**src/design/lsched_pkg.sv**
```systemverilog
// Package with types, constants and defaults of the lottery scheduler.
package lsched_pkg;

  // Default size of the slot table.
  localparam int NUM_SLOTS_DEF = 64;

  // Fixed field widths.
  localparam int SLOT_W   = 6;
  localparam int TICKET_W = 16;
  localparam int MASK_W   = 64;
  localparam int LCG_W    = 32;

  // Generator constants and reset values.
  localparam logic [LCG_W-1:0]    LCG_MUL        = 32'd1664525;
  localparam logic [LCG_W-1:0]    LCG_ADD        = 32'd1013904223;
  localparam logic [LCG_W-1:0]    LCG_SEED       = 32'd123456;
  localparam logic [TICKET_W-1:0] TICKETS_RESET  = 16'd100;

  // Width of the remainder step counter; there is one step per generator bit.
  localparam int DIV_CNT_W = $clog2(LCG_W + 1);

  // Input operation codes.
  localparam logic OP_WRITE = 1'b0;
  localparam logic OP_DRAW  = 1'b1;

  // Controller states.
  typedef enum logic [2:0] {
    ST_IDLE,
    ST_WRITE,
    ST_SUM,
    ST_LCG,
    ST_DIV_INIT,
    ST_DIV,
    ST_WALK,
    ST_DONE
  } state_e;

  // Commands from the controller to the datapath.
  typedef struct packed {
    logic latch;      // capture the input word and clear accumulators
    logic wr_table;   // write the latched ticket count
    logic scan_clr;   // restart the slot scan
    logic scan_run;   // advance the slot scan
    logic walk_mode;  // scan looks for the winner instead of summing
    logic lcg_step;   // advance the generator
    logic div_start;  // load the remainder unit
    logic div_run;    // one remainder step
    logic load_out;   // move the result into the output register
  } dp_cmd_t;

  // Status from the datapath to the controller.
  typedef struct packed {
    logic scan_done;
    logic total_zero;
    logic div_done;
  } dp_sts_t;

endpackage

```
**src/design/lottery_scheduler.sv**
```systemverilog
// Lottery scheduler top level: picks a runnable slot with odds in proportion to
// its tickets. One word is taken at a time. A ticket write passes through the
// write and done states to its result word. In a draw the ticket table sits in
// a RAM with one read port, so the sum over the runnable slots and the winner
// walk each read one slot a cycle, and the remainder of the 32-bit generator
// value by the ticket sum takes one step per bit. A draw with a zero sum skips
// the generator, remainder and walk. A finished result waits in the output
// register while the next word is taken.
module lottery_scheduler #(
  parameter int NumSlots = lsched_pkg::NUM_SLOTS_DEF
) (
  input  logic                            clk_i,
  input  logic                            rst_ni,
  input  logic                            in_valid_i,
  output logic                            in_stall_o,
  input  logic                            op_i,
  input  logic [lsched_pkg::SLOT_W-1:0]   slot_i,
  input  logic [lsched_pkg::TICKET_W-1:0] ticket_count_i,
  input  logic [lsched_pkg::MASK_W-1:0]   runnable_mask_i,
  output logic                            out_valid_o,
  input  logic                            out_stall_i,
  output logic                            found_o,
  output logic [lsched_pkg::SLOT_W-1:0]   winner_slot_o
);

  lsched_pkg::dp_cmd_t cmd;
  lsched_pkg::dp_sts_t sts;

  // Sequencer.
  lsched_ctrl u_ctrl (
    .clk_i       (clk_i),
    .rst_ni      (rst_ni),
    .in_valid_i  (in_valid_i),
    .in_stall_o  (in_stall_o),
    .op_i        (op_i),
    .out_valid_o (out_valid_o),
    .out_stall_i (out_stall_i),
    .sts_i       (sts),
    .cmd_o       (cmd)
  );

  // Table, generator and arithmetic.
  lsched_dp #(
    .NumSlots (NumSlots)
  ) u_dp (
    .clk_i           (clk_i),
    .rst_ni          (rst_ni),
    .op_i            (op_i),
    .slot_i          (slot_i),
    .ticket_count_i  (ticket_count_i),
    .runnable_mask_i (runnable_mask_i),
    .cmd_i           (cmd),
    .sts_o           (sts),
    .found_o         (found_o),
    .winner_slot_o   (winner_slot_o)
  );

endmodule

```
**src/design/lsched_ram.sv**
```systemverilog
// Generic single-write, single-read RAM with registered read data.
module lsched_ram #(
  parameter int Width = 16,
  parameter int Depth = 64
) (
  input  logic                     clk_i,
  input  logic                     we_i,
  input  logic [$clog2(Depth)-1:0] waddr_i,
  input  logic [Width-1:0]         wdata_i,
  input  logic [$clog2(Depth)-1:0] raddr_i,
  output logic [Width-1:0]         rdata_o
);

  logic [Width-1:0] mem_q [Depth];
  logic [Width-1:0] rdata_q;

  // Write port and registered read port.
  always_ff @(posedge clk_i) begin
    if (we_i) begin
      mem_q[waddr_i] <= wdata_i;
    end
    rdata_q <= mem_q[raddr_i];
  end

  assign rdata_o = rdata_q;

endmodule

```
**src/design/lsched_ctrl.sv**
```systemverilog
// Controller state machine of the lottery scheduler.
module lsched_ctrl (
  input  logic                 clk_i,
  input  logic                 rst_ni,
  input  logic                 in_valid_i,
  output logic                 in_stall_o,
  input  logic                 op_i,
  output logic                 out_valid_o,
  input  logic                 out_stall_i,
  input  lsched_pkg::dp_sts_t  sts_i,
  output lsched_pkg::dp_cmd_t  cmd_o
);

  lsched_pkg::state_e state_q, state_d;
  logic               out_valid_q, out_valid_d;

  // State and output valid registers.
  always_ff @(posedge clk_i or negedge rst_ni) begin
    if (!rst_ni) begin
      state_q     <= lsched_pkg::ST_IDLE;
      out_valid_q <= 1'b0;
    end else begin
      state_q     <= state_d;
      out_valid_q <= out_valid_d;
    end
  end

  // Next state and datapath commands.
  always_comb begin
    state_d    = state_q;
    cmd_o      = '0;
    in_stall_o = (state_q != lsched_pkg::ST_IDLE);
    unique case (state_q)
      lsched_pkg::ST_IDLE: begin
        if (in_valid_i) begin
          cmd_o.latch    = 1'b1;
          cmd_o.scan_clr = 1'b1;
          state_d = (op_i == lsched_pkg::OP_DRAW) ? lsched_pkg::ST_SUM
                                                  : lsched_pkg::ST_WRITE;
        end
      end
      lsched_pkg::ST_WRITE: begin
        cmd_o.wr_table = 1'b1;
        state_d = lsched_pkg::ST_DONE;
      end
      lsched_pkg::ST_SUM: begin
        if (sts_i.scan_done) begin
          state_d = sts_i.total_zero ? lsched_pkg::ST_DONE : lsched_pkg::ST_LCG;
        end else begin
          cmd_o.scan_run = 1'b1;
        end
      end
      lsched_pkg::ST_LCG: begin
        cmd_o.lcg_step = 1'b1;
        state_d = lsched_pkg::ST_DIV_INIT;
      end
      lsched_pkg::ST_DIV_INIT: begin
        cmd_o.div_start = 1'b1;
        state_d = lsched_pkg::ST_DIV;
      end
      lsched_pkg::ST_DIV: begin
        if (sts_i.div_done) begin
          cmd_o.scan_clr = 1'b1;
          state_d = lsched_pkg::ST_WALK;
        end else begin
          cmd_o.div_run = 1'b1;
        end
      end
      lsched_pkg::ST_WALK: begin
        cmd_o.walk_mode = 1'b1;
        if (sts_i.scan_done) begin
          state_d = lsched_pkg::ST_DONE;
        end else begin
          cmd_o.scan_run = 1'b1;
        end
      end
      lsched_pkg::ST_DONE: begin
        if (!out_valid_q || !out_stall_i) begin
          cmd_o.load_out = 1'b1;
          state_d = lsched_pkg::ST_IDLE;
        end
      end
      default: begin
        state_d = lsched_pkg::ST_IDLE;
      end
    endcase
  end

  // The output word stays until the consumer takes it.
  always_comb begin
    if (cmd_o.load_out) begin
      out_valid_d = 1'b1;
    end else if (!out_stall_i) begin
      out_valid_d = 1'b0;
    end else begin
      out_valid_d = out_valid_q;
    end
  end

  assign out_valid_o = out_valid_q;

endmodule

```
**src/design/lsched_dp.sv**
```systemverilog
// Datapath of the lottery scheduler: ticket table, slot scan, generator, remainder.
module lsched_dp #(
  parameter int NumSlots = lsched_pkg::NUM_SLOTS_DEF
) (
  input  logic                            clk_i,
  input  logic                            rst_ni,
  input  logic                            op_i,
  input  logic [lsched_pkg::SLOT_W-1:0]   slot_i,
  input  logic [lsched_pkg::TICKET_W-1:0] ticket_count_i,
  input  logic [lsched_pkg::MASK_W-1:0]   runnable_mask_i,
  input  lsched_pkg::dp_cmd_t             cmd_i,
  output lsched_pkg::dp_sts_t             sts_o,
  output logic                            found_o,
  output logic [lsched_pkg::SLOT_W-1:0]   winner_slot_o
);

  localparam int SlotW   = lsched_pkg::SLOT_W;
  localparam int TicketW = lsched_pkg::TICKET_W;
  localparam int LcgW    = lsched_pkg::LCG_W;
  localparam int DivCntW = lsched_pkg::DIV_CNT_W;
  localparam int IdxW    = $clog2(NumSlots);
  localparam int CntW    = $clog2(NumSlots + 1);
  localparam int TotW    = TicketW + IdxW;

  // Latched input word.
  logic                op_q;
  logic [SlotW-1:0]    slot_q;
  logic [TicketW-1:0]  count_q;
  logic [NumSlots-1:0] mask_q;

  // Table bookkeeping: a slot never written reads as the reset count.
  logic [NumSlots-1:0] written_q;
  logic                slot_ok;
  logic [TicketW-1:0]  ram_rdata;

  // Scan issue counter and the stage that meets the RAM read data.
  logic [CntW-1:0]     idx_q;
  logic                issue;
  logic                stg_vld_q;
  logic [IdxW-1:0]     stg_idx_q;
  logic                stg_written_q;
  logic                stg_mask_q;
  logic [TicketW-1:0]  tick;
  logic [TotW-1:0]     add_tick;
  logic [TotW-1:0]     acc_sum;

  // Totals, generator, remainder unit and winner.
  logic [TotW-1:0]     total_q;
  logic [TotW-1:0]     acc_q;
  logic [LcgW-1:0]     lcg_q;
  logic [LcgW-1:0]     quo_q;
  logic [TotW-1:0]     rem_q;
  logic [DivCntW-1:0]  div_cnt_q;
  logic [TotW:0]       rem_sh;
  logic [TotW:0]       rem_diff;
  logic                hit_q;
  logic [IdxW-1:0]     win_q;
  logic                found_q;
  logic [SlotW-1:0]    winner_q;

  assign slot_ok = (32'(slot_q) < NumSlots);
  assign issue   = cmd_i.scan_run && (idx_q < CntW'(NumSlots));

  lsched_ram #(
    .Width (TicketW),
    .Depth (NumSlots)
  ) u_table (
    .clk_i   (clk_i),
    .we_i    (cmd_i.wr_table && slot_ok),
    .waddr_i (slot_q[IdxW-1:0]),
    .wdata_i (count_q),
    .raddr_i (idx_q[IdxW-1:0]),
    .rdata_o (ram_rdata)
  );

  // Ticket of the slot in the stage, masked by its runnable bit.
  assign tick     = stg_written_q ? ram_rdata : lsched_pkg::TICKETS_RESET;
  assign add_tick = stg_mask_q ? TotW'(tick) : '0;
  assign acc_sum  = acc_q + add_tick;

  // One restoring remainder step on the next generator bit.
  assign rem_sh   = {rem_q, quo_q[LcgW-1]};
  assign rem_diff = rem_sh - {1'b0, total_q};

  // Input word, held for the whole item.
  always_ff @(posedge clk_i) begin
    if (cmd_i.latch) begin
      op_q    <= op_i;
      slot_q  <= slot_i;
      count_q <= ticket_count_i;
      mask_q  <= runnable_mask_i[NumSlots-1:0];
    end
  end

  // Written flags of the table.
  always_ff @(posedge clk_i or negedge rst_ni) begin
    if (!rst_ni) begin
      written_q <= '0;
    end else if (cmd_i.wr_table && slot_ok) begin
      written_q[slot_q[IdxW-1:0]] <= 1'b1;
    end
  end

  // Scan counter and stage.
  always_ff @(posedge clk_i or negedge rst_ni) begin
    if (!rst_ni) begin
      idx_q     <= '0;
      stg_vld_q <= 1'b0;
    end else if (cmd_i.scan_clr) begin
      idx_q     <= '0;
      stg_vld_q <= 1'b0;
    end else begin
      stg_vld_q <= issue;
      if (issue) begin
        idx_q <= idx_q + CntW'(1);
      end
    end
  end

  always_ff @(posedge clk_i) begin
    if (issue) begin
      stg_idx_q     <= idx_q[IdxW-1:0];
      stg_written_q <= written_q[idx_q[IdxW-1:0]];
      stg_mask_q    <= mask_q[idx_q[IdxW-1:0]];
    end
  end

  // Ticket sum and the walk for the first slot past the drawn value.
  always_ff @(posedge clk_i or negedge rst_ni) begin
    if (!rst_ni) begin
      hit_q <= 1'b0;
    end else if (cmd_i.latch) begin
      hit_q <= 1'b0;
    end else if (stg_vld_q && cmd_i.walk_mode && stg_mask_q && !hit_q && (acc_sum > rem_q)) begin
      hit_q <= 1'b1;
    end
  end

  always_ff @(posedge clk_i) begin
    if (cmd_i.latch) begin
      total_q <= '0;
      acc_q   <= '0;
    end else if (stg_vld_q) begin
      if (cmd_i.walk_mode) begin
        acc_q <= acc_sum;
        if (stg_mask_q && !hit_q && (acc_sum > rem_q)) begin
          win_q <= stg_idx_q;
        end
      end else begin
        total_q <= total_q + add_tick;
      end
    end
  end

  // Linear congruential generator.
  always_ff @(posedge clk_i or negedge rst_ni) begin
    if (!rst_ni) begin
      lcg_q <= lsched_pkg::LCG_SEED;
    end else if (cmd_i.lcg_step) begin
      lcg_q <= LcgW'(lcg_q * lsched_pkg::LCG_MUL + lsched_pkg::LCG_ADD);
    end
  end

  // Remainder of the generator value by the ticket total, one bit a cycle.
  always_ff @(posedge clk_i or negedge rst_ni) begin
    if (!rst_ni) begin
      div_cnt_q <= '0;
    end else if (cmd_i.div_start) begin
      div_cnt_q <= '0;
    end else if (cmd_i.div_run) begin
      div_cnt_q <= div_cnt_q + DivCntW'(1);
    end
  end

  always_ff @(posedge clk_i) begin
    if (cmd_i.div_start) begin
      quo_q <= lcg_q;
      rem_q <= '0;
    end else if (cmd_i.div_run) begin
      quo_q <= {quo_q[LcgW-2:0], 1'b0};
      rem_q <= rem_diff[TotW] ? rem_sh[TotW-1:0] : rem_diff[TotW-1:0];
    end
  end

  // Output word register.
  always_ff @(posedge clk_i) begin
    if (cmd_i.load_out) begin
      found_q  <= hit_q;
      winner_q <= hit_q ? SlotW'(win_q) : '0;
    end
  end

  assign sts_o.scan_done  = (idx_q == CntW'(NumSlots)) && !stg_vld_q;
  assign sts_o.total_zero = (total_q == '0) || (op_q != lsched_pkg::OP_DRAW);
  assign sts_o.div_done   = (div_cnt_q == DivCntW'(LcgW));
  assign found_o          = found_q;
  assign winner_slot_o    = winner_q;

endmodule

```
**config.mk**
```make
export PLATFORM = sky130hd
export DESIGN_NAME = lottery_scheduler
export DESIGN_NICKNAME = d
export VERILOG_FILES = /design/src/design/lsched_pkg.sv /design/src/design/lottery_scheduler.sv /design/src/design/lsched_ram.sv /design/src/design/lsched_ctrl.sv /design/src/design/lsched_dp.sv
export SDC_FILE = /design/constraint.sdc
export NUM_CORES = 2
export LEC_CHECK = 0
export BUFFER_PORTS_ARGS = -buffer_cell sky130_fd_sc_hd__buf_2
export CORE_ASPECT_RATIO = 0.8
export CORE_UTILIZATION = 60
export DETAILED_ROUTE_END_ITERATION = 16
export PLACE_DENSITY = 0.77
export SYNTH_ARGS = -nofsm -noshare
export SYNTH_HDL_FRONTEND = slang
export SYNTH_SLANG_ARGS = --single-unit
```
**constraint.sdc**
```tcl
create_clock -name clk_i -period 8.19 [get_ports clk_i]
set_clock_uncertainty 0.1 [all_clocks]
set_input_delay 0.819 -clock clk_i [delete_from_list [all_inputs] [get_ports clk_i]]
set_output_delay 0.819 -clock clk_i [all_outputs]
set_load 0.005 [all_outputs]
```
==> results by group <==
Cells and area
  – Final Cell Area: 0.0686 mm^2
  – Area Growth Syn to Fin: 11.1%
  – Diodes inserted: 0
  – Nets@finish: 4349
  – Share of layout cells above drive strength 1: 22.8%
  – Fillers: 6435
  – Finished Core Util: 67.7%

Synth
  – Synth area leader: edfxtp_1
  – Avg Inst Size Synth: 16.8 um^2
  – Syn Nets: 4145
  – Most frequent cell after synthesis: edfxtp_1
  – Async SR Flop Fraction: 8.45%
  – EDFF count, synth: 1164
  – Cells after Synth: 3671
  – Post-Synthesis Cell Area: 0.0618 mm^2
  – Top_reg_cell synth: edfxtp_1
  – Top cell type's share of synthesized area: 56.6%
  – Synth warn: 0
  – FF+latch count, synth: 1361
  – Sequential share of the synthesized area: 63.9%
  – Most instantiated cells after synthesis: edfxtp_1, mux4_2, inv_1, ha_1, nand2_1
  – Post-synthesis cell type count: 60
  – Ranking of synthesized cells by area: edfxtp_1, mux4_2, ha_1, fa_1, dfrtp_1

Job
  – MaxCap Viol Count: 0

Critical path
  – CP max stage cell: dfrtp_1
  – CP delay by family, top: adder cells
  – R2R Path End: u_dp.lcg_q[31]$_DFFE_PN0P_
  – CP Max Fanout: 10
  – Crit path required time: 8.71 ns
  – R2r startpoint: u_dp.lcg_q[1]$_DFFE_PN0P_
  – R2r setup slk: 1.65 ns
  – Cell Chain, Critical Path: inv_1 -> ha_1 -> xnor2_1 -> ha_1 -> a21o_1 -> fa_1 -> fa_1 -> inv_1 -> fa_1 -> inv_1 -> fa_1 -> inv_1 -> fa_1 -> inv_1 -> ha_1 -> and4_1 -> nand2_1 -> nor2_1 -> a21oi_1 -> a21boi_0 -> a31oi_1 -> a211oi_1 -> mux2i_1 -> nand4_1
  – Crit Path Class: reg -> reg
  – Max incr delay on CP: 0.58 ns
  – CP startpoint kind: register
  – Worst Path Arrival: 7.06 ns
  – CP endpoint kind: register
  – R2r worst-path depth: 24
  – WP depth: 24
  – Worst Path Buf+Inv: 5

Timing
  – Maximum clock frequency: 153 MHz
  – Post-Route Setup TNS: 0 ns
  – Max Transition Viols Final: 0
  – Final period util: 79.8%
  – RSZ-0062 raised after global routing: no
  – Slew @ Worst Pin: 1.20 ns
  – Max-Slew Margin vs Limit: 20.2%
  – # setup viols final: 0
  – Min Tclk post-route: 6.54 ns
  – Final hold viol count: 0

Clock network
  – Clk buf depth: 3
  – Post-CTS Setup Inserts: 0
  – CTS Root Buffer Type: clkbuf_16
  – H-tree levels: 4
  – CTS tree: yes
  – CTS clk-pin slew, worst paths: 0.06 ns
  – Clock Sink Count: 1361
  – TritonCTS Buffers: 131
  – Worst-Skew Late Latency: 0.76 ns

Floorplan
  – Core area: 0.101 mm^2
  – Die area: 0.104 mm^2
  – Starting Density: 60.9%
  – Core Rows: 104
  – I/O pin cnt: 100
  – DIE WIDTH: 361 um
  – Die H: 289 um

Outcome
  – Status: finished clean

GRT
  – Largest net degree at the start of global routing: 144
  – Initial antenna violation count: 7
  – Tot GR Track Use: 29.6%
  – Number of global-route vias before repair: 34421
  – GRT Residual Overflow: 0
  – Wire length of the first global-routing pass: 223 mm

Detailed routing
  – Routed len/inst: 28.3 um
  – Final WL: 150 mm
  – Detail Route Antenna Nets: 0
  – Drt first pass iters: 5
  – DRC violations left: 0
  – Via/cell ratio: 6.34
  – First-iteration detailed-routing DRC count: 4009
  – DR vias: 33629

Placement
  – Post-detail-place hpwl: 88.5 mm
  – IO buf count: 99
  – Routability cong.: 0.926
  – Dpl cell area: 0.0644 mm^2

Min path
  – Hold path cells: 1
  – Hold_sp: ticket_count_i[7]
  – Min-delay worst type: in -> reg
  – Hold path endpoint: u_dp.count_q[7]$_DFFE_PP_
-- state kept, by name (all words and copies together), names as in the netlist, 7 cells and up --
name	cells
u_dp.u_table.rdata_o	16
u_dp.mask_q	64
u_dp.quo_q	32
u_dp.written_q	64
u_dp.acc_q	22
u_dp.u_table.mem_q	1024
u_dp.rem_q	22
u_dp.count_q	16
u_dp.idx_q	7
u_dp.lcg_q	32
u_dp.total_q	22
-- metrics by stage --
stage               hold WS, ns  instances  worst slack (ns)
global route              0.106       5302              1.21
finish                    0.128       5302              1.65
global placement          0.301       5066              1.76
CTS                      0.0935       5302              1.66
floorplan                 0.300       3671              2.32
detailed placement        0.308       5066              1.72
-- cell usage in the layout, fill, tap and decap left out, drive strengths merged, types with 6 or more instances in the layout --
master  Yosys  layout
dfstp       6       6
or3         6       6
nor2b      18      18
a221o      11      11
o211ai     11      11
nor3       35      35
nand2b     16      16
xor2       34      34
nand3      25      25
o31ai       8       8
ha        243     243
or2        72      72
inv       346     353
edfxtp   1164    1164
and2       12      12
a21boi      8       8
o21ai      89      89
buf        50     199
clkbuf     79     181
mux2i      11      11
o21a       22      22
o21bai      8       8
bufinv      0       9
mux4      376     376
a21oi      89      89
o22ai       8       8
nand4      15      15
nor4       12      12
a21o       33      33
a31oi      13      13
nor2      148     148
a211oi     16      16
and3       25      25
nand2     207     207
a32oi       6       6
dfrtp     109     109
clkinv      1      35
dfxtp      82      82
xnor2      76      76
fa        140     140
-- logic make-up (layout without fill, tap and decap cells) --
family                   count (synthesis)  in the layout  synth area share [%]
buffers and inverters                  476            782                  2.96
XOR/XNOR                               110            110                  1.56
adder cells (fa/ha/maj)                383            383                  9.46
multiplexers                           387            387                  13.9
flip-flops                            1361           1361                  63.9
AO/OA/AOI/OAI                          349            349                  3.60
AND/OR/NAND/NOR                        605            605                  4.62
-- repair_timing --
item | CTS | global route
hold buffers | 1 | 0
resized for setup | 0 | 0
hold endpoints to repair | 12 | 0
-- worst max path at each step --
stage | from | endpoint | slack, ns
2_1_floorplan | u_dp.lcg_q[1]$_DFFE_PN0P_ | u_dp.lcg_q[31]$_DFFE_PN0P_ | 2.32
3_3_place_gp | u_dp.lcg_q[1]$_DFFE_PN0P_ | u_dp.lcg_q[31]$_DFFE_PN0P_ | 1.76
3_5_place_dp | u_dp.lcg_q[1]$_DFFE_PN0P_ | u_dp.lcg_q[31]$_DFFE_PN0P_ | 1.72
4_1_cts | u_dp.lcg_q[1]$_DFFE_PN0P_ | u_dp.lcg_q[31]$_DFFE_PN0P_ | 1.66
5_1_grt | u_dp.lcg_q[1]$_DFFE_PN0P_ | u_dp.lcg_q[31]$_DFFE_PN0P_ | 1.21
6_report | u_dp.lcg_q[1]$_DFFE_PN0P_ | u_dp.lcg_q[31]$_DFFE_PN0P_ | 1.65
-- layout make-up --
cell class / instances / area (um^2) / share of cell area, %
multi-input combinational: 1834 / 20600 / 30.1
tap: 1325 / 1660 / 2.42
timing repair buffer: 200 / 1330 / 1.93
clock buffer: 181 / 3620 / 5.27
inverter: 347 / 1310 / 1.91
clock inverter: 54 / 593 / 0.864
sequential: 1361 / 39500 / 57.5
-- per-layer routing --
metal	wire length [um]	GRT usage, %
met1	60300	41.9
met2	70400	46.1
met3	14400	6.80
met4	4580	10.3
met5	56	0
Power is not shown: default switching activity piles up to over one toggle a cycle in this logic, so the estimate is an artifact.
